`src/rlbp_pkg.sv`:
```
// Package for the RGB LED breath pattern block: word types, slot type, sequencer states,
// shared compare unit interface and the constant tables of the pattern arithmetic.
// Depends on nothing; every other file in src imports it.
package rlbp_pkg;

   localparam int SLOT_COUNT = 3;
   localparam int MS_PER_SEC = 1000;

   localparam logic [1:0] CMD_BATTERY   = 2'd0;
   localparam logic [1:0] CMD_NOTIFY    = 2'd1;
   localparam logic [1:0] CMD_ATTENTION = 2'd2;
   localparam logic [1:0] CMD_IGNORE    = 2'd3;

   localparam logic [1:0] MODE_NONE  = 2'd0;
   localparam logic [1:0] MODE_TIMED = 2'd1;
   localparam logic [1:0] MODE_HW    = 2'd2;

   localparam logic [1:0] COL_LAST       = 2'd2;
   localparam logic [2:0] SNAP_LAST      = 3'd4;
   localparam logic [2:0] SNAP_TOP_EXP   = 3'd5;
   localparam logic [2:0] FADE_LAST      = 3'd6;
   localparam logic [2:0] FADE_DEFAULT   = 3'd2;
   localparam logic [2:0] ON_SEC_IDLE    = 3'd3;
   localparam logic [2:0] OFF_SEC_IDLE   = 3'd4;
   localparam logic [2:0] ON_SEC_MAX     = 3'd5;
   localparam logic [2:0] OFF_SEC_MAX    = 3'd7;
   localparam logic [2:0] MASK_ALL       = 3'b111;
   localparam logic [7:0] FALLBACK_LEVEL = 8'd127;
   localparam logic [7:0] LEVEL_MAX      = 8'd255;

   typedef struct packed {
      logic [1:0]  command;
      logic [23:0] color;
      logic [1:0]  flash_mode;
      logic [15:0] on_ms;
      logic [15:0] off_ms;
   } req_word_type;

   typedef struct packed {
      logic [7:0] red_level;
      logic [7:0] green_level;
      logic [7:0] blue_level;
      logic [2:0] red_ramp;
      logic [2:0] green_ramp;
      logic [2:0] blue_ramp;
      logic [2:0] on_seconds;
      logic [2:0] off_seconds;
      logic [2:0] blink_mask;
      logic [1:0] active_source;
   } rsp_word_type;

   typedef struct packed {
      logic [23:0] color;
      logic [1:0]  flash_mode;
      logic [15:0] on_ms;
      logic [15:0] off_ms;
   } slot_type;

   typedef struct packed {
      logic [15:0] lhs;
      logic [7:0]  factor;
      logic [7:0]  base;
   } cmp_req_type;

   typedef struct packed {
      logic less;
      logic equal;
   } cmp_rsp_type;

   typedef enum logic [2:0] {
      ST_IDLE,
      ST_SELECT,
      ST_SNAP,
      ST_RESCALE,
      ST_PEAK,
      ST_FADE,
      ST_FINISH
   } seq_state_type;

   // A scaled level q = 256 * c / top lies at or below threshold T exactly when
   // 256 * c < (T + 1) * top; these are the factors T + 1 of the grid edges.
   function automatic logic [7:0] snap_factor(input logic [2:0] idx);
      logic [7:0] factor;
      unique case (idx)
         3'd0:    factor = 8'd13;
         3'd1:    factor = 8'd25;
         3'd2:    factor = 8'd49;
         3'd3:    factor = 8'd97;
         default: factor = 8'd193;
      endcase
      return factor;
   endfunction

endpackage

```
`src/rgb_led_breath_pattern.sv`:
```
// Top level of the RGB LED breath pattern block: request slot store and sequencer.
// Depends on rlbp_pkg, rlbp_slots, rlbp_seq and, through it, rlbp_cmp.
//
// Each request word overwrites the battery, notification or attention slot (command
// value 3 writes nothing) and yields one result word for the slot then shown, chosen
// as attention if lit, then notification, then battery. One word is handled at a time
// and req_stall stays high until its result sits in the output register; the next
// word may then be taken while that result still waits on rsp_stall. A slot that is
// not blinking goes from selection straight to the result. For a timed blink the
// shared compare unit is stepped through up to five grid thresholds for each colour
// to snap the levels; after rescaling and peak search it is stepped through up to
// seven shift ratios for each colour to find the fades, and then the result is made.
// All slots read as off after reset.
module rgb_led_breath_pattern (
   input  logic                   clock,
   input  logic                   reset,
   input  logic                   req_valid,
   output logic                   req_stall,
   input  rlbp_pkg::req_word_type req_data,
   output logic                   rsp_valid,
   input  logic                   rsp_stall,
   output rlbp_pkg::rsp_word_type rsp_data
);
   import rlbp_pkg::*;

   slot_type   shown;
   logic [1:0] source;
   logic       accept;

   assign accept = req_valid && !req_stall;

   rlbp_slots u_slots (
      .clock    (clock),
      .reset    (reset),
      .write_en (accept),
      .req_word (req_data),
      .shown    (shown),
      .source   (source)
   );

   rlbp_seq u_seq (
      .clock     (clock),
      .reset     (reset),
      .accept    (accept),
      .shown     (shown),
      .source    (source),
      .req_stall (req_stall),
      .rsp_stall (rsp_stall),
      .rsp_valid (rsp_valid),
      .rsp_data  (rsp_data)
   );

   a_busy_after_accept : assert property (
      @(posedge clock) disable iff (reset) accept |=> req_stall
   ) else $error("request side not held off after a word was accepted");

   a_result_from_work : assert property (
      @(posedge clock) disable iff (reset) $rose(rsp_valid) |-> $past(req_stall)
   ) else $error("result word appeared without a word in progress");

   a_seconds_nonzero : assert property (
      @(posedge clock) disable iff (reset)
      rsp_valid |-> rsp_data.on_seconds != 3'd0 && rsp_data.off_seconds != 3'd0
   ) else $error("blink time of zero seconds in result word");

   a_dark_blink : assert property (
      @(posedge clock) disable iff (reset)
      rsp_valid && rsp_data.blink_mask == 3'd0 && rsp_data.on_seconds != ON_SEC_IDLE |->
      rsp_data.red_level == 8'd0 && rsp_data.green_level == 8'd0 &&
      rsp_data.blue_level == 8'd0
   ) else $error("blinking result with no colour enabled yet levels lit");

endmodule

```
`src/rlbp_cmp.sv`:
```
// Shared compare unit of the RGB LED breath pattern block: one small product and a
// magnitude and equality compare against it. Depends on rlbp_pkg.
module rlbp_cmp (
   input  rlbp_pkg::cmp_req_type cmp_req,
   output rlbp_pkg::cmp_rsp_type cmp_rsp
);
   import rlbp_pkg::*;

   logic [15:0] product;

   assign product       = 16'(cmp_req.factor) * 16'(cmp_req.base);
   assign cmp_rsp.less  = cmp_req.lhs < product;
   assign cmp_rsp.equal = cmp_req.lhs == product;

endmodule

```
`src/rlbp_slots.sv`:
```
// Request slot store of the RGB LED breath pattern block: the three light requests and
// the priority choice of the slot shown. Depends on rlbp_pkg.
module rlbp_slots (
   input  logic                   clock,
   input  logic                   reset,
   input  logic                   write_en,
   input  rlbp_pkg::req_word_type req_word,
   output rlbp_pkg::slot_type     shown,
   output logic [1:0]             source
);
   import rlbp_pkg::*;

   slot_type slot_ff [SLOT_COUNT];
   slot_type entry;

   always_comb begin
      entry.color      = req_word.color;
      entry.flash_mode = req_word.flash_mode;
      entry.on_ms      = req_word.on_ms;
      entry.off_ms     = req_word.off_ms;
      // An attention request without flashing switches the attention light off.
      if (req_word.command == CMD_ATTENTION) begin
         if (req_word.flash_mode == MODE_HW) begin
            if (req_word.on_ms != 16'd0 && req_word.off_ms == 16'd0) begin
               entry.flash_mode = MODE_NONE;
            end
         end else if (req_word.flash_mode == MODE_NONE) begin
            entry.color = '0;
         end
      end
   end

   always_ff @(posedge clock) begin
      if (reset) begin
         for (int i = 0; i < SLOT_COUNT; i++) begin
            slot_ff[i] <= '0;
         end
      end else if (write_en && req_word.command != CMD_IGNORE) begin
         slot_ff[req_word.command] <= entry;
      end
   end

   always_comb begin
      priority if (slot_ff[CMD_ATTENTION].color != '0) begin
         source = CMD_ATTENTION;
         shown  = slot_ff[CMD_ATTENTION];
      end else if (slot_ff[CMD_NOTIFY].color != '0) begin
         source = CMD_NOTIFY;
         shown  = slot_ff[CMD_NOTIFY];
      end else begin
         source = CMD_BATTERY;
         shown  = slot_ff[CMD_BATTERY];
      end
   end

endmodule

```
`src/rlbp_seq.sv`:
```
// Sequencer of the RGB LED breath pattern block: grid snapping, rescaling and fade
// search stepped through the shared compare unit, and the result word register.
// Depends on rlbp_pkg and rlbp_cmp.
module rlbp_seq (
   input  logic                   clock,
   input  logic                   reset,
   input  logic                   accept,
   input  rlbp_pkg::slot_type     shown,
   input  logic [1:0]             source,
   output logic                   req_stall,
   input  logic                   rsp_stall,
   output logic                   rsp_valid,
   output rlbp_pkg::rsp_word_type rsp_data
);
   import rlbp_pkg::*;

   seq_state_type state_ff, state_in;
   logic [1:0]    col_ff, col_in;
   logic [2:0]    step_ff, step_in;
   logic [7:0]    lvl_ff [3];
   logic [7:0]    lvl_in [3];
   logic [2:0]    exp_ff [3];
   logic [2:0]    exp_in [3];
   logic [2:0]    fade_ff [3];
   logic [2:0]    fade_in [3];
   logic [7:0]    top_ff, top_in;
   logic          blink_ff, blink_in;
   logic          bad_ff, bad_in;
   logic [2:0]    onsec_ff, onsec_in;
   logic [2:0]    offsec_ff, offsec_in;
   logic [1:0]    src_ff, src_in;
   logic          rsp_valid_ff, rsp_valid_in;
   rsp_word_type  rsp_data_ff, rsp_data_in;

   cmp_req_type cmp_req;
   cmp_rsp_type cmp_rsp;

   logic [7:0]   sel_lvl [3];
   logic [7:0]   sel_top;
   logic         sel_blink;
   logic [7:0]   cur_lvl;
   logic         last_col;
   logic         snap_done;
   logic         fade_done;
   logic         out_free;
   logic [1:0]   next_col;
   logic [7:0]   part [3];
   logic [7:0]   lo;
   logic [2:0]   emin;
   logic [11:0]  grown [3];
   logic [7:0]   scaled [3];
   logic [7:0]   peak;
   rsp_word_type result;

   function automatic logic [2:0] seconds_of(input logic [15:0] ms, input logic [2:0] limit);
      logic [2:0] sec;
      sec = 3'd1;
      for (int k = 2; k <= 7; k++) begin
         if (k <= int'(limit) && ms >= 16'(k * MS_PER_SEC)) begin
            sec = 3'(k);
         end
      end
      return sec;
   endfunction

   rlbp_cmp u_cmp (
      .cmp_req (cmp_req),
      .cmp_rsp (cmp_rsp)
   );

   assign sel_lvl[0] = shown.color[23:16];
   assign sel_lvl[1] = shown.color[15:8];
   assign sel_lvl[2] = shown.color[7:0];
   assign sel_blink  = shown.flash_mode == MODE_TIMED && shown.on_ms != 16'd0 &&
                       shown.off_ms != 16'd0;

   always_comb begin
      sel_top = sel_lvl[0];
      if (sel_lvl[1] > sel_top) sel_top = sel_lvl[1];
      if (sel_lvl[2] > sel_top) sel_top = sel_lvl[2];
      peak = lvl_ff[0];
      if (lvl_ff[1] > peak) peak = lvl_ff[1];
      if (lvl_ff[2] > peak) peak = lvl_ff[2];
   end

   assign cur_lvl   = lvl_ff[col_ff];
   assign last_col  = col_ff == COL_LAST;
   assign next_col  = last_col ? 2'd0 : col_ff + 2'd1;
   assign out_free  = !rsp_valid_ff || !rsp_stall;
   assign snap_done = cmp_rsp.less || step_ff == SNAP_LAST;
   assign fade_done = cur_lvl == 8'd0 || cmp_rsp.equal || step_ff == FADE_LAST;

   always_comb begin
      cmp_req.base = top_ff;
      if (state_ff == ST_SNAP) begin
         cmp_req.lhs    = {cur_lvl, 8'h00};
         cmp_req.factor = snap_factor(step_ff);
      end else begin
         cmp_req.lhs    = {8'h00, cur_lvl} << step_ff;
         cmp_req.factor = 8'd1;
      end
   end

   // Snapped levels become top >> (5 - e), or zero where e is 0; they are then rebuilt as
   // powers of two of the least non-zero part.
   always_comb begin
      lo   = '0;
      emin = '0;
      for (int i = 0; i < 3; i++) begin
         part[i] = (exp_ff[i] == 3'd0) ? 8'd0 : top_ff >> (SNAP_TOP_EXP - exp_ff[i]);
      end
      for (int i = 0; i < 3; i++) begin
         if (part[i] != 8'd0 && (lo == 8'd0 || part[i] < lo)) lo = part[i];
         if (exp_ff[i] != 3'd0 && (emin == 3'd0 || exp_ff[i] < emin)) emin = exp_ff[i];
      end
      for (int i = 0; i < 3; i++) begin
         grown[i] = {4'h0, lo} << (exp_ff[i] - emin);
         if (exp_ff[i] == 3'd0) begin
            scaled[i] = 8'd0;
         end else if (grown[i] > 12'(LEVEL_MAX)) begin
            scaled[i] = LEVEL_MAX;
         end else begin
            scaled[i] = grown[i][7:0];
         end
      end
   end

   always_comb begin
      result.active_source = src_ff;
      result.red_level     = lvl_ff[0];
      result.green_level   = lvl_ff[1];
      result.blue_level    = lvl_ff[2];
      result.red_ramp      = FADE_DEFAULT;
      result.green_ramp    = FADE_DEFAULT;
      result.blue_ramp     = FADE_DEFAULT;
      result.on_seconds    = ON_SEC_IDLE;
      result.off_seconds   = OFF_SEC_IDLE;
      result.blink_mask    = '0;
      if (blink_ff) begin
         result.on_seconds  = onsec_ff;
         result.off_seconds = offsec_ff;
         if (bad_ff) begin
            result.red_level   = FALLBACK_LEVEL;
            result.green_level = FALLBACK_LEVEL;
            result.blue_level  = FALLBACK_LEVEL;
            result.blink_mask  = MASK_ALL;
         end else begin
            result.red_ramp   = fade_ff[0];
            result.green_ramp = fade_ff[1];
            result.blue_ramp  = fade_ff[2];
            result.blink_mask = {lvl_ff[0] != 8'd0, lvl_ff[1] != 8'd0, lvl_ff[2] != 8'd0};
         end
      end
   end

   always_comb begin
      state_in = state_ff;
      unique case (state_ff)
         ST_IDLE:    if (accept) state_in = ST_SELECT;
         ST_SELECT:  state_in = sel_blink ? ST_SNAP : ST_FINISH;
         ST_SNAP:    if (snap_done && last_col) state_in = ST_RESCALE;
         ST_RESCALE: state_in = ST_PEAK;
         ST_PEAK:    state_in = ST_FADE;
         ST_FADE:    if (fade_done && last_col) state_in = ST_FINISH;
         ST_FINISH:  if (out_free) state_in = ST_IDLE;
         default:    state_in = ST_IDLE;
      endcase
   end

   always_comb begin
      col_in       = col_ff;
      step_in      = step_ff;
      lvl_in       = lvl_ff;
      exp_in       = exp_ff;
      fade_in      = fade_ff;
      top_in       = top_ff;
      blink_in     = blink_ff;
      bad_in       = bad_ff;
      onsec_in     = onsec_ff;
      offsec_in    = offsec_ff;
      src_in       = src_ff;
      rsp_data_in  = rsp_data_ff;
      rsp_valid_in = rsp_valid_ff && rsp_stall;
      unique case (state_ff)
         ST_SELECT: begin
            src_in    = source;
            blink_in  = sel_blink;
            lvl_in    = sel_lvl;
            top_in    = sel_top;
            onsec_in  = seconds_of(shown.on_ms, ON_SEC_MAX);
            offsec_in = seconds_of(shown.off_ms, OFF_SEC_MAX);
            col_in    = '0;
            step_in   = '0;
            bad_in    = 1'b0;
         end
         ST_SNAP: begin
            if (snap_done) begin
               exp_in[col_ff] = cmp_rsp.less ? step_ff : SNAP_TOP_EXP;
               step_in        = '0;
               col_in         = next_col;
            end else begin
               step_in = step_ff + 3'd1;
            end
         end
         ST_RESCALE: begin
            lvl_in = scaled;
         end
         ST_PEAK: begin
            top_in  = peak;
            col_in  = '0;
            step_in = '0;
         end
         ST_FADE: begin
            if (fade_done) begin
               step_in = '0;
               col_in  = next_col;
               if (cur_lvl == 8'd0) begin
                  fade_in[col_ff] = '0;
               end else if (cmp_rsp.equal) begin
                  fade_in[col_ff] = step_ff + 3'd1;
               end else begin
                  bad_in = 1'b1;
               end
            end else begin
               step_in = step_ff + 3'd1;
            end
         end
         ST_FINISH: begin
            if (out_free) begin
               rsp_valid_in = 1'b1;
               rsp_data_in  = result;
            end
         end
         default: begin
         end
      endcase
   end

   always_ff @(posedge clock) begin
      if (reset) begin
         state_ff     <= ST_IDLE;
         rsp_valid_ff <= 1'b0;
         col_ff       <= '0;
         step_ff      <= '0;
      end else begin
         state_ff     <= state_in;
         rsp_valid_ff <= rsp_valid_in;
         col_ff       <= col_in;
         step_ff      <= step_in;
      end
   end

   always_ff @(posedge clock) begin
      lvl_ff      <= lvl_in;
      exp_ff      <= exp_in;
      fade_ff     <= fade_in;
      top_ff      <= top_in;
      blink_ff    <= blink_in;
      bad_ff      <= bad_in;
      onsec_ff    <= onsec_in;
      offsec_ff   <= offsec_in;
      src_ff      <= src_in;
      rsp_data_ff <= rsp_data_in;
   end

   assign req_stall = state_ff != ST_IDLE;
   assign rsp_valid = rsp_valid_ff;
   assign rsp_data  = rsp_data_ff;

endmodule

```
`config.mk`:
```
export PLATFORM = sky130hd
export DESIGN_NAME = rgb_led_breath_pattern
export DESIGN_NICKNAME = d
export VERILOG_FILES = /design/src/rlbp_pkg.sv /design/src/rgb_led_breath_pattern.sv /design/src/rlbp_cmp.sv /design/src/rlbp_slots.sv /design/src/rlbp_seq.sv
export SDC_FILE = /design/constraint.sdc
export NUM_CORES = 1
export LEC_CHECK = 0
export BUFFER_PORTS_ARGS = -buffer_cell sky130_fd_sc_hd__buf_2
export CAP_MARGIN = 10
export CORE_ASPECT_RATIO = 1.1
export CORE_MARGIN = 3
export CORE_UTILIZATION = 53
export CTS_CLUSTER_DIAMETER = 80
export DETAILED_ROUTE_END_ITERATION = 12
export PLACE_DENSITY = 0.7
export SETUP_SLACK_MARGIN = 0.15
export SLEW_MARGIN = 10
export SYNTH_ARGS = -nofsm -noshare
export SYNTH_HDL_FRONTEND = slang
export SYNTH_SLANG_ARGS = --single-unit
```
`constraint.sdc`:
```
create_clock -name clock -period 23.9 [get_ports clock]
set_input_delay 2.39 -clock clock [delete_from_list [all_inputs] [get_ports clock]]
set_output_delay 2.39 -clock clock [all_outputs]
set_load 0.005 [all_outputs]
```
### After elaboration in Yosys (flattened, before gate mapping)

Memories as Yosys holds them, arrays and structs flattened.
Cells that the tools add are included.

| storage, ports and cells | value |
|---|---|
| register bits | 113 |
| bits in latches | 0 |
| memory bits (writable) | 174 |
| bits in read-only memories | 0 |
| input port bits | 64 |
| output and inout port bits | 46 |
| logic and storage cells | 250 |
| memories | 1 |

Memory list:

| memory | words | width | read ports | clocked after memory_dff | wr ports | RTL line | RTL |
|---|---|---|---|---|---|---|---|
| u_slots.slot_ff | 3 | 58 | 3 | 0 | 3 | rlbp_slots.sv:13 | `slot_type slot_ff [SLOT_COUNT];` |

| cells by class | value |
|---|---|
| $add $sub $neg | 8 |
| multipliers | 1 |
| divide/modulo/power cells | 0 |
| magnitude comparators | 24 |
| equality and inequality tests | 25 |
| shift-type cells | 7 |
| mux-type cells | 80 |
| bitwise gates (word level) | 4 |
| reductions and logical operators | 68 |

Operators by type and width:

| cell | count |
|---|---|
| 2-to-1 mux 58 bit | 3 |
| 2-to-1 mux 8 bit | 18 |
| 2-to-1 mux 24 bit | 4 |
| greater-or-equal comparator 16 x 12 -> 1 bit, second input constant | 4 |
| greater-or-equal comparator 16 x 13 -> 1 bit, second input constant | 4 |
| OR reduction 58 bit | 1 |
| one-hot mux 24 bit (2 select lines) | 1 |
| nonzero test 16 bit | 3 |
| nonzero test 24 bit | 2 |
| nonzero test 8 bit | 6 |
| 2-to-1 mux 42 bit | 1 |
| 2-to-1 mux 3 bit | 13 |
| > comparator 12 x 8 -> 1 bit, second input constant | 3 |
| left shift 8 x 3 -> 12 bit | 3 |
| greater-or-equal comparator 16 x 11 -> 1 bit, second input constant | 2 |
| > comparator 8 bit | 4 |
| one-hot mux 8 bit (4 select lines) | 1 |
| 2-to-1 mux 9 bit | 3 |
| 2-to-1 mux 26 bit | 1 |
| zero test 8 bit | 3 |
| 2-to-1 mux 2 bit | 12 |
| right shift 8 x 3 -> 8 bit | 3 |
| zero test 3 bit | 7 |
| one-hot mux 3 bit (7 select lines) | 1 |
| other kinds (43) | 114 |

### Logic depth before layout (Yosys ltp)

Gate-level depths: netlist of the first run.

| depth | value |
|---|---|
| depth after elaboration | 18 |
| gate-level depth with buffers | 34 |
| depth with buffers taken out | 33 |

### Modules after synthesis

From an unflattened synthesis of the first run, not the netlist that was laid out.

| second synthesis, totals | value |
|---|---|
| cell total of the unflattened synthesis | 2071 |
| area, all modules | 20716.1 um^2 |

By module, submodules not included:

| module | instances | cells an instance | area an instance (um^2) |
|---|---|---|---|
| rlbp_seq | 1 | 1192 | 10417.5 |
| rlbp_slots | 1 | 602 | 7817.5 |
| rlbp_cmp | 1 | 276 | 2467.4 |
| rgb_led_breath_pattern | 1 | 1 | 13.8 |

### Worst setup path before layout of the first run

No wires, ideal clock.

| path | value |
|---|---|
| path kind | reg-to-reg |
| start | register u_seq.step_ff[0] |
| end | register u_seq.col_ff[0] |
| library setup time | 0.070 ns |
| arrival time | 7.751 ns |
| setup slack | 16.079 ns |
| cell stages (with the launch flop) | 32 |
| path buffers | 1 |
| clock period less this slack | 7.821 ns |
| cell sequence | dfxtp_1 clkbuf_1 clkinv_1 ha_1 nor3_1 nor2_1 nor3_1 a21o_1 and2_1 fa_1 inv_1 fa_1 fa_1 inv_1 fa_1 ha_1 a21oi_1 o21bai_1 a21oi_1 nor2b_1 o21a_1 o21ai_0 nand2b_1 a21oi_1 xnor2_1 ha_1 nand4_1 nor2_1 a2111oi_0 o31ai_1 or4_1 a21oi_1 |

| between the ends | value |
|---|---|
| cells in the longest elaborated chain, start to end | 9 |
| elaborated cells on any way between the ends | 18 |

Ends and longest elaborated chain:

| item | RTL line | RTL |
|---|---|---|
| from (decl) | rlbp_seq.sv:19 | `logic [2:0] step_ff, step_in;` |
| from (signal assigned) | rlbp_seq.sv:249 | `step_ff <= step_in;` |
| parallel branches: the longest is 8 deep, another holds multiplier 8 x 8 -> 16 bit | n/a |  |
| AND reduction 3 bit (no source line) (*) | n/a |  |
| to (signal assigned) | rlbp_seq.sv:248 | `col_ff <= col_in;` |
| to (decl) | rlbp_seq.sv:18 | `logic [1:0] col_ff, col_in;` |

Every way passes the cells marked *.
A chain may end at the register's enable or synchronous reset.

### Worst setup path after layout of the first run

Same ends and word-level chain as after synthesis.

==> flow_summary.yaml, run 1 <==
floorplanning:
  die_area_um2: 38800
  dieHeight_um: 206
  rows: 72
  start_util_pct: 54.4
  ios: 110
  coreArea_um2: 35600
  die-width_um: 188
sta:
  setup_viol: 0
  finClkSkew_ns: 0.0223
  finalHoldViolCount: 0
  rsz0062_at_grt: "false"
  worst_slew_margin_rel_pct: 25.9
  finalMaxSlewViolations: 0
  post-route-period-util_pct: 36.6
  worstMarginPinSlew_ns: 1.11
  fin_crit_ns: 8.75
  fmax_mhz: 114
  setup_tns_ns: 0
setup_path:
  cp-start-kind: "register"
  critPathKind: "register to register"
  cp_slowest_stage_delay_ns: 0.82
  rrSetupSlack_ns: 15.15
  crit_arrival_ns: 9.23
  worstPathRequired_ns: 24.38
  reg2reg_depth: 31
  cp-end-kind: "register"
  rr_endpoint: "u_seq.col_ff[0]$_SDFFE_PP0P_"
  crit-reg2reg-launch: "u_seq.step_ff[0]$_SDFFE_PP0P_"
  critPathSlowestCell: "dfxtp_1"
  cp_max_fo: 21
cts:
  cts.clk_slew.worst_paths_ns: 0.06
  ctsHoldBuffers: 0
  cts_sinks: 287
  clk_path_buf_depth: 3
  cts_tree: "built"
  cts_max_level: 1
  clk_latency_ns: 0.56
  cts-resized-gates: 0
  cts_root_buffer: "clkbuf_16"
  post-cts-setup-buffers: 0
  cts_buffers: 29
synthesis:
  yosysUniqueCellTypes: 92
  syn-num-nets: 2122
  syn_inst: 1915
  ys_seq_area_share_pct: 44.1
  synth_flop_cell: "edfxtp_1"
  synth_edf_count: 278
  yosys_warnings: 0
  synth-seq-cells: 287
  synth_top_cell_by_area: "edfxtp_1"
  syn_avg_cell_area_um2: 10.1
  async_flop_share_pct: 0
  synth_area_um2: 19300
  synth.most_common_cell: "edfxtp_1"
  synthTopCellsByArea: "edfxtp_1 (43%), ha_1 (7.2%), and2_1 (5.0%), mux2i_1 (4.4%), fa_1 (3.3%)"
  synthTopCellsByCount: "edfxtp_1 (278), and2_1 (156), nor2_1 (137)"
  synth_top_cell_area_share_pct: 43.2
grt:
  gr-total-overflow: 0
  grt_max_degree: 61
  grt_pass1_wl_mm: 78.7
  antenna_found_initial: 4
  grt_pass1_vias: 14449
  grt.total_usage_pct: 25.2
power:
  p_int_mw: 1.38
  ir_drop_v: 0.0000710
  swShare_pct: 42.4
  power_frac_comb_pct: 49.9
  leakagePower_nw: 8.78
  pwr-share-seq_pct: 30.5
  clockPowerShare_pct: 19.6
  switchingPower_mw: 1.02
  p_per_area_nw_per_um2: 113
finish:
  nets: 2177
  finalInstanceArea_um2: 21200
  fill_cells: 2957
  drive_gt1_share_pct: 11.3
  syn2layout_area_growth_pct: 9.64
  fin_util_pct: 59.6
detailed_routing:
  vias_per_cell: 6.00
  post-route-drc-count: 0
  drt_first_iter_violations: 1167
  via_count: 14843
  wl_per_cell_um: 19.8
  ant_nets: 0
  dr.pass1.iters: 7
  wl_mm: 49.0
placement:
  gp_congestion: 0.909
  io_buffer_count: 109
  hpwl_mm: 35.9
  place_area_um2: 20200
job:
  drv_cap: 0
hold_path:
  hp-class: "register to register"
  hold_depth: 0
  holdPathEnd: "u_seq.rsp_data[0]$_DFFE_PP_"
  hp-start: "u_seq.src_ff[0]$_SDFFCE_PP0P_"
status:
  status: "complete, no violations"
## power by group through the flow
stage	Combinational, mW	Clock [mW]	Sequential, mW
floorplan	0.944	0	0.674
global placement	1.15	0	0.739
detailed placement	1.18	0	0.740
CTS	1.19	0.476	0.730
global route	1.34	0.497	0.740
finish	1.19	0.469	0.731
## metal layers
metal  global-route usage [%]  share of wire, %
met1                     31.5                41
met2                     45.4                50
met3                     3.51               5.2
met4                     7.99               3.4
met5                        0             0.067
## per-stage QoR
stage               power [mW]  hold slack (ns)  std cells  setup WS (ns)
floorplan                 1.62            0.400       1915          16.08
global placement          1.89            0.405       2420          15.55
detailed placement        1.92            0.405       2420          15.22
CTS                       2.39            0.421       2473          15.19
global route              2.58            0.440       2474          14.50
finish                    2.39            0.422       2474          15.15
## registers in the layout, indices dropped and copies added, names as in the netlist, 2 cells and up
| signal | flops |
|---|---|
| u_seq.onsec_ff | 3 |
| u_seq.step_ff | 3 |
| u_seq.lvl_ff | 24 |
| u_seq.exp_ff | 9 |
| u_seq.src_ff | 2 |
| u_seq.offsec_ff | 3 |
| u_seq.fade_ff | 9 |
| u_seq.rsp_data | 44 |
| u_slots.slot_ff | 174 |
| u_seq.top_ff | 8 |
| u_seq.state_ff | 3 |
| u_seq.col_ff | 2 |
## worst max-delay path: cells and delay by family, from the launching register on
kind            cells  cell delay, ns
fa+ha+maj           7            2.87
flops               1            0.82
buf+inv             4            0.71
simple gates       10            2.48
xor+xnor            1            0.09
compound gates      9            1.69
## kinds of logic (layout without fill, tap and decap cells)
family / after synthesis / in the layout / share of synthesized area [%]
adders and majority gates: 143 / 143 / 10.5
and+or+nand+nor: 714 / 714 / 19.6
DFF: 287 / 287 / 44.1
muxes: 108 / 108 / 6.20
AOI/OAI and AO/OA: 423 / 423 / 14.3
other: 0 / 1 / 0
xor gates and xnor gates: 16 / 16 / 0.724
buffers and inverters: 224 / 301 / 4.55
## cells in the final DEF, fill, tap and decap left out, drive strengths merged, types with 18 or more instances in the layout
cell type,count
and3,73
o21ai,105
o211ai,28
nor2b,20
clkinv,18
nand2b,31
inv,121
mux2i,85
nand3,33
buf,124
clkbuf,32
nor2,137
nand2,135
and2,157
edfxtp,278
a21o,22
nor4,37
fa,32
a21oi,115
nor3,39
ha,111
o22ai,18
## layout make-up
type	instances	area (um^2)	share of cell area [%]
Sequential cell	287	8530	40.2
Timing Repair Buffer	124	658	3.10
Inverter	124	465	2.19
Multi-Input combinational cell	1404	9960	47.0
Clock inverter	21	254	1.20
Antenna cell	1	2.50	0.0118
Clock buffer	32	737	3.47
Tap cell	481	602	2.84
## worst max path at each step
| stage | start | endpoint | slack [ns] | depth (start not counted) |
|---|---|---|---|---|
| after global placement | u_seq.step_ff[0]$_SDFFE_PP0P_ | u_seq.col_ff[0]$_SDFFE_PP0P_ | 15.55 | 31 |
| after floorplan | u_seq.step_ff[0]$_SDFFE_PP0P_ | u_seq.col_ff[0]$_SDFFE_PP0P_ | 16.08 | 31 |
| final | u_seq.step_ff[0]$_SDFFE_PP0P_ | u_seq.col_ff[0]$_SDFFE_PP0P_ | 15.15 | 31 |
| after CTS | u_seq.step_ff[0]$_SDFFE_PP0P_ | u_seq.col_ff[0]$_SDFFE_PP0P_ | 15.19 | 31 |
| after global routing | u_seq.step_ff[0]$_SDFFE_PP0P_ | u_seq.col_ff[0]$_SDFFE_PP0P_ | 14.50 | 31 |
| after detailed placement | u_seq.step_ff[0]$_SDFFE_PP0P_ | u_seq.col_ff[0]$_SDFFE_PP0P_ | 15.22 | 31 |
(Power assumes the default switching activity.)
==> run 2: changes to the inputs <==
clock period = 8.4 ns   (was 23.9 ns; I/O delays follow)
==> run 2 against run 1 <==
Effect of this change:
- power grew to 2.8 times the previous value
- utilization hardly changed
- sequential share of layout area about the same
- register-to-register slack worse by 15 ns
- clock skew decreased by 0.0045 ns
- cell count rose by 0.32%
- hold slack improved by 0.011 ns
- die area unchanged
- combinational power rose to 2.9 times the previous value
- via count is 0.51% higher
- setup slack got worse by 15 ns
- fmax grew 12%
- critical path type unchanged
==> flow_summary.yaml, run 2 (same netlist as run 1, synthesis figures left out) <==
finish:
  finalInstanceArea_um2: 21200
  syn2layout_area_growth_pct: 9.71
  final_common_cell: "edfxtp_1"
  drive_gt1_share_pct: 11.4
  top_register: "u_slots.slot_ff"
  fin_util_pct: 59.6
  nets: 2185
  final_cells: 2482
  largest_reg_flops: 174
  most-common-layout-cells: "edfxtp_1 (278), and2_1 (156), nand2_1 (135), nor2_1 (135), inv_1 (117)"
sta:
  finClkSkew_ns: 0.0178
  rsz0062_at_grt: "false"
  post-route-period-util_pct: 93.2
  setup_viol: 0
  worst_slew_margin_rel_pct: 30.1
  finalHoldViolCount: 0
  fmax_mhz: 128
  fin_crit_ns: 7.83
  finalMaxSlewViolations: 0
  worstMarginPinSlew_ns: 1.05
  setup_tns_ns: 0
  fin_ws_ns: 0.568
grt:
  gr-total-overflow: 0
  grt_max_degree: 61
  grt.total_usage_pct: 25.1
  grt_pass1_vias: 14535
  grt_pass1_wl_mm: 78.2
  antenna_found_initial: 3
cts:
  cts_max_level: 1
  cts_buffers: 29
  cts_sinks: 287
  cts_tree: "built"
  cts_root_buffer: "clkbuf_16"
  clk_latency_ns: 0.56
  clk_path_buf_depth: 3
  cts.clk_slew.worst_paths_ns: 0.06
power:
  leakagePower_nw: 8.79
  p_per_area_nw_per_um2: 320
  ir_drop_v: 0.000158
setup_path:
  cp-start-kind: "register"
  cp-end-kind: "register"
  cp_slowest_stage_delay_ns: 0.54
  cp_max_fo: 8
  critPathSlowestCell: "fa_1"
  crit_arrival_ns: 8.32
  worstPathRequired_ns: 8.89
  reg2reg_depth: 32
  critPathKind: "register to register"
floorplanning:
  die-width_um: 188
  dieHeight_um: 206
  die_area_um2: 38800
  coreArea_um2: 35600
  start_util_pct: 54.4
  rows: 72
  ios: 110
hold_path:
  hold_depth: 0
  hp-class: "register to register"
detailed_routing:
  vias_per_cell: 6.01
  via_count: 14919
  wl_mm: 49.3
  dr.pass1.iters: 5
  drt_first_iter_violations: 1162
  ant_nets: 0
  post-route-drc-count: 0
  wl_per_cell_um: 19.9
placement:
  place_ws_ns: 0.558
  gp_congestion: 0.919
  io_buffer_count: 109
  place_area_um2: 20300
  dp_cells: 2428
  hpwl_mm: 36.3
job:
  drv_cap: 0
status:
  status: "complete, no violations"
[run 2: changes by cell type in the layout (fill, tap and decap cells not counted), moves of 3 or more]
cell,delta
clkbuf_1,+3
clkinv_1,+4
buf_4,+8
clkinv_2,-5
[run 2: final cells by class]
type | count | area (um^2)
inverters | 124 | 465
fillers | 3023 | 14400
multi-input cells | 1404 | 9960
flip-flops and latches | 287 | 8530
clock buffers | 35 | 748
clock inverters | 18 | 195
diodes | 1 | 2.50
well taps | 481 | 602
repair buffers | 132 | 718
[run 2: worst max-delay path, delay by kind of cell, from the launching register on]
kind	cells	cell delay (ns)
AO/OA/AOI/OAI	10	2.20
buffers and inverters	5	0.80
XOR/XNOR	1	0.16
adder cells (fa/ha/maj)	7	2.78
flip-flops	1	0.34
AND/OR/NAND/NOR	9	1.47
[run 2: where the power goes]
group / internal (mW) / switching [mW] / total [mW] / leakage, nW
Sequential: 1.82 / 0.254 / 2.07 / 2.82
Clock: 0.756 / 0.525 / 1.28 / 0.462
Combinational: 1.33 / 2.11 / 3.45 / 5.51
[run 2: repair_timing]
action | CTS | global route
setup endpoints to repair | 0 | 1
buffers inserted | 0 | 0
hold buffers | 0 | 0
gates resized for setup | 0 | 1
[run 2: per-stage QoR]
| step | hold WS [ns] | power [mW] |
|---|---|---|
| floorplan | 0.400 | 4.61 |
| global placement | 0.405 | 5.43 |
| detailed placement | 0.412 | 5.50 |
| CTS | 0.433 | 6.79 |
| global route | 0.444 | 7.28 |
| finish | 0.433 | 6.80 |
[run 2: path summary, 6_finish.rpt]
path / startpoint / to / slack (ns)
max reg2reg: u_seq.step_ff[1]$_SDFFE_PP0P_ / u_seq.col_ff[0]$_SDFFE_PP0P_ / 0.57
max: u_seq.step_ff[1]$_SDFFE_PP0P_ / u_seq.col_ff[0]$_SDFFE_PP0P_ / 0.57
min reg2reg: u_seq.src_ff[0]$_SDFFCE_PP0P_ / u_seq.rsp_data[0]$_DFFE_PP_ / 0.43
min: u_seq.src_ff[0]$_SDFFCE_PP0P_ / u_seq.rsp_data[0]$_DFFE_PP_ / 0.43
[run 2: metal layers]
| metal | wire [um] | vias up | track usage [%] |
|---|---|---|---|
| met1 | 20100 | 7254 | 31.4 |
| met5 | 32 | - | 0 |
| li1 | - | 7131 | - |
| met4 | 1360 | 6 | 7.02 |
| met2 | 25100 | 434 | 45.8 |
| met3 | 2660 | 94 | 3.36 |
==> run 3: changes to the inputs <==
CORE_UTILIZATION = 60   (was 53)
PLACE_DENSITY = 0.78   (was 0.7)
SLEW_MARGIN = unset   (was 10)
clock period = 9.1 ns   (was 8.4 ns; I/O delays follow)
==> run 3 against run 2 <==
Effect of this change:
- global-route usage is 2.6 points higher
- via count is 0.50% higher
- sequential cell count stayed put
- clock-buffer cell count is 6 higher
- wire length is 2.3% lower
- setup slack better by 0.38 ns
- combinational power is 9.3% lower
- hold slack worse by 0.015 ns
==> flow_summary.yaml, run 3 (same netlist as run 1, synthesis figures left out) <==
setup_path:
  cpMostUsedCell: "a21oi_1"
  rr_endpoint: "u_seq.col_ff[0]$_SDFFE_PP0P_"
  cp_slowest_stage_delay_ns: 0.87
  cp_max_fo: 19
  worstPathRequired_ns: 9.59
  crit_arrival_ns: 8.64
  cp-start-kind: "register"
  critPathSlowestCell: "nor3_1"
  critPathKind: "register to register"
  rrSetupSlack_ns: 0.95
  cp-end-kind: "register"
  reg2reg_depth: 30
  crit-reg2reg-launch: "u_seq.state_ff[1]$_SDFFE_PP0P_"
cts:
  clk_latency_ns: 0.56
  post-cts-setup-buffers: 0
  cts_tree: "built"
  cts_root_buffer: "clkbuf_16"
  cts.clk_slew.worst_paths_ns: 0.06
  cts_max_level: 1
  ctsHoldBuffers: 0
  cts_sinks: 287
  clk_path_buf_depth: 3
  cts_buffers: 29
placement:
  gp_congestion: 0.969
  io_buffer_count: 109
  hpwl_mm: 35.1
power:
  finalPower_mw: 6.18
  ir_drop_v: 0.000206
  p_per_area_nw_per_um2: 294
  leakagePower_nw: 8.72
status:
  status: "complete, no violations"
grt:
  antenna_found_initial: 1
  grt_pass1_wl_mm: 77.5
  grt.total_usage_pct: 27.7
  grt_max_degree: 61
  gr-total-overflow: 0
  grt_pass1_vias: 14849
detailed_routing:
  vias_per_cell: 6.22
  via_count: 14993
  wl_per_cell_um: 20.0
  ant_nets: 0
  post-route-drc-count: 0
  wl_mm: 48.2
  dr.pass1.iters: 6
  drt_first_iter_violations: 1378
finish:
  most-common-layout-cells: "edfxtp_1 (278), and2_1 (156), nand2_1 (135)"
  nets: 2176
  fin_util_pct: 66.7
  top_register: "u_slots.slot_ff"
  syn2layout_area_growth_pct: 8.78
  final_common_cell: "edfxtp_1"
  drive_gt1_share_pct: 11.0
  largest_reg_flops: 174
  fill_cells: 2463
sta:
  finalHoldViolCount: 0
  worstMarginPinSlew_ns: 1.14
  finClkSkew_ns: 0.0283
  fmax_mhz: 123
  worst_slew_margin_rel_pct: 23.5
  finalMaxSlewViolations: 0
  post-route-period-util_pct: 89.6
  rsz0062_at_grt: "false"
  fin_crit_ns: 8.15
  setup_viol: 0
  setup_tns_ns: 0
floorplanning:
  rows: 68
  dieHeight_um: 194
  start_util_pct: 61.3
  die_area_um2: 34400
  ios: 110
  die-width_um: 177
  coreArea_um2: 31600
job:
  drv_cap: 0
hold_path:
  hold_depth: 0
  hp-class: "register to register"
  hp-start: "u_seq.src_ff[0]$_SDFFCE_PP0P_"
  holdPathEnd: "u_seq.rsp_data[0]$_DFFE_PP_"
## run 3: cell count changes in the layout (fill, tap and decap cells not counted), moves of 2 or more
| cell | change |
|---|---|
| buf_4 | -10 |
| bufinv_16 | -3 |
| clkbuf_1 | +5 |
| clkinv_1 | -4 |
| dfxtp_1 | -2 |
| dfxtp_2 | +2 |
## run 3: routing by layer
layer | wire [um] | global-route usage (%)
met1 | 19400 | 35.1
met2 | 24300 | 48.3
met3 | 2400 | 3.20
met4 | 2110 | 11.2
met5 | 13 | 0
## run 3: layout make-up
cell class	instances	area (um^2)	area share, %
antenna	1	2.50	0.0119
multi-input combinational	1404	9960	47.4
clock buffer	41	781	3.71
timing repair buffer	123	671	3.19
clock inverter	12	104	0.493
inverter	124	465	2.21
tap	420	526	2.50
sequential	287	8530	40.5
## run 3: where the power goes
group	internal (mW)	switching, mW
clock network	0.629	0.481
logic	1.22	1.91
registers	1.68	0.258
total	3.53	2.65
## run 3: worst max-delay path, delay by kind of cell (launching register included)
family / cells / cell delay [ns]
buffers and inverters: 4 / 0.39
XOR/XNOR: 1 / 0.14
adder cells (fa/ha/maj): 6 / 2.41
AO/OA/AOI/OAI: 11 / 2.22
AND/OR/NAND/NOR: 8 / 2.38
flip-flops: 1 / 0.56
## run 3: how the worst max path moves through the flow
| stage | from | endpoint | cells after the start |
|---|---|---|---|
| floorplan | u_seq.step_ff[0]$_SDFFE_PP0P_ | u_seq.col_ff[0]$_SDFFE_PP0P_ | 31 |
| global placement | u_seq.step_ff[0]$_SDFFE_PP0P_ | u_seq.col_ff[0]$_SDFFE_PP0P_ | 32 |
| detailed placement | u_seq.step_ff[0]$_SDFFE_PP0P_ | u_seq.col_ff[1]$_SDFFE_PP0P_ | 33 |
| CTS | u_seq.step_ff[0]$_SDFFE_PP0P_ | u_seq.col_ff[0]$_SDFFE_PP0P_ | 33 |
| global route | u_seq.state_ff[1]$_SDFFE_PP0P_ | u_seq.col_ff[0]$_SDFFE_PP0P_ | 30 |
| finish | u_seq.state_ff[1]$_SDFFE_PP0P_ | u_seq.col_ff[0]$_SDFFE_PP0P_ | 30 |
## run 3: stage by stage
| stage | worst slack, ns | hold slack, ns | cell area (um^2) | cells |
|---|---|---|---|---|
| after floorplan | 1.28 | 0.400 | 19300 | 1915 |
| after global placement | 1.09 | 0.402 | 20100 | 2357 |
| after detailed placement | 0.812 | 0.405 | 20100 | 2357 |
| after CTS | 0.750 | 0.419 | 21000 | 2410 |
| after global routing | 0.264 | 0.425 | 21000 | 2411 |
| final | 0.950 | 0.417 | 21000 | 2412 |
## run 3: what timing repair did
action / 4_1_cts / 5_1_grt
endpoints found under the hold margin: 0 / 0
endpoints found under the setup margin: 0 / 17
gates resized for setup: 0 / 2
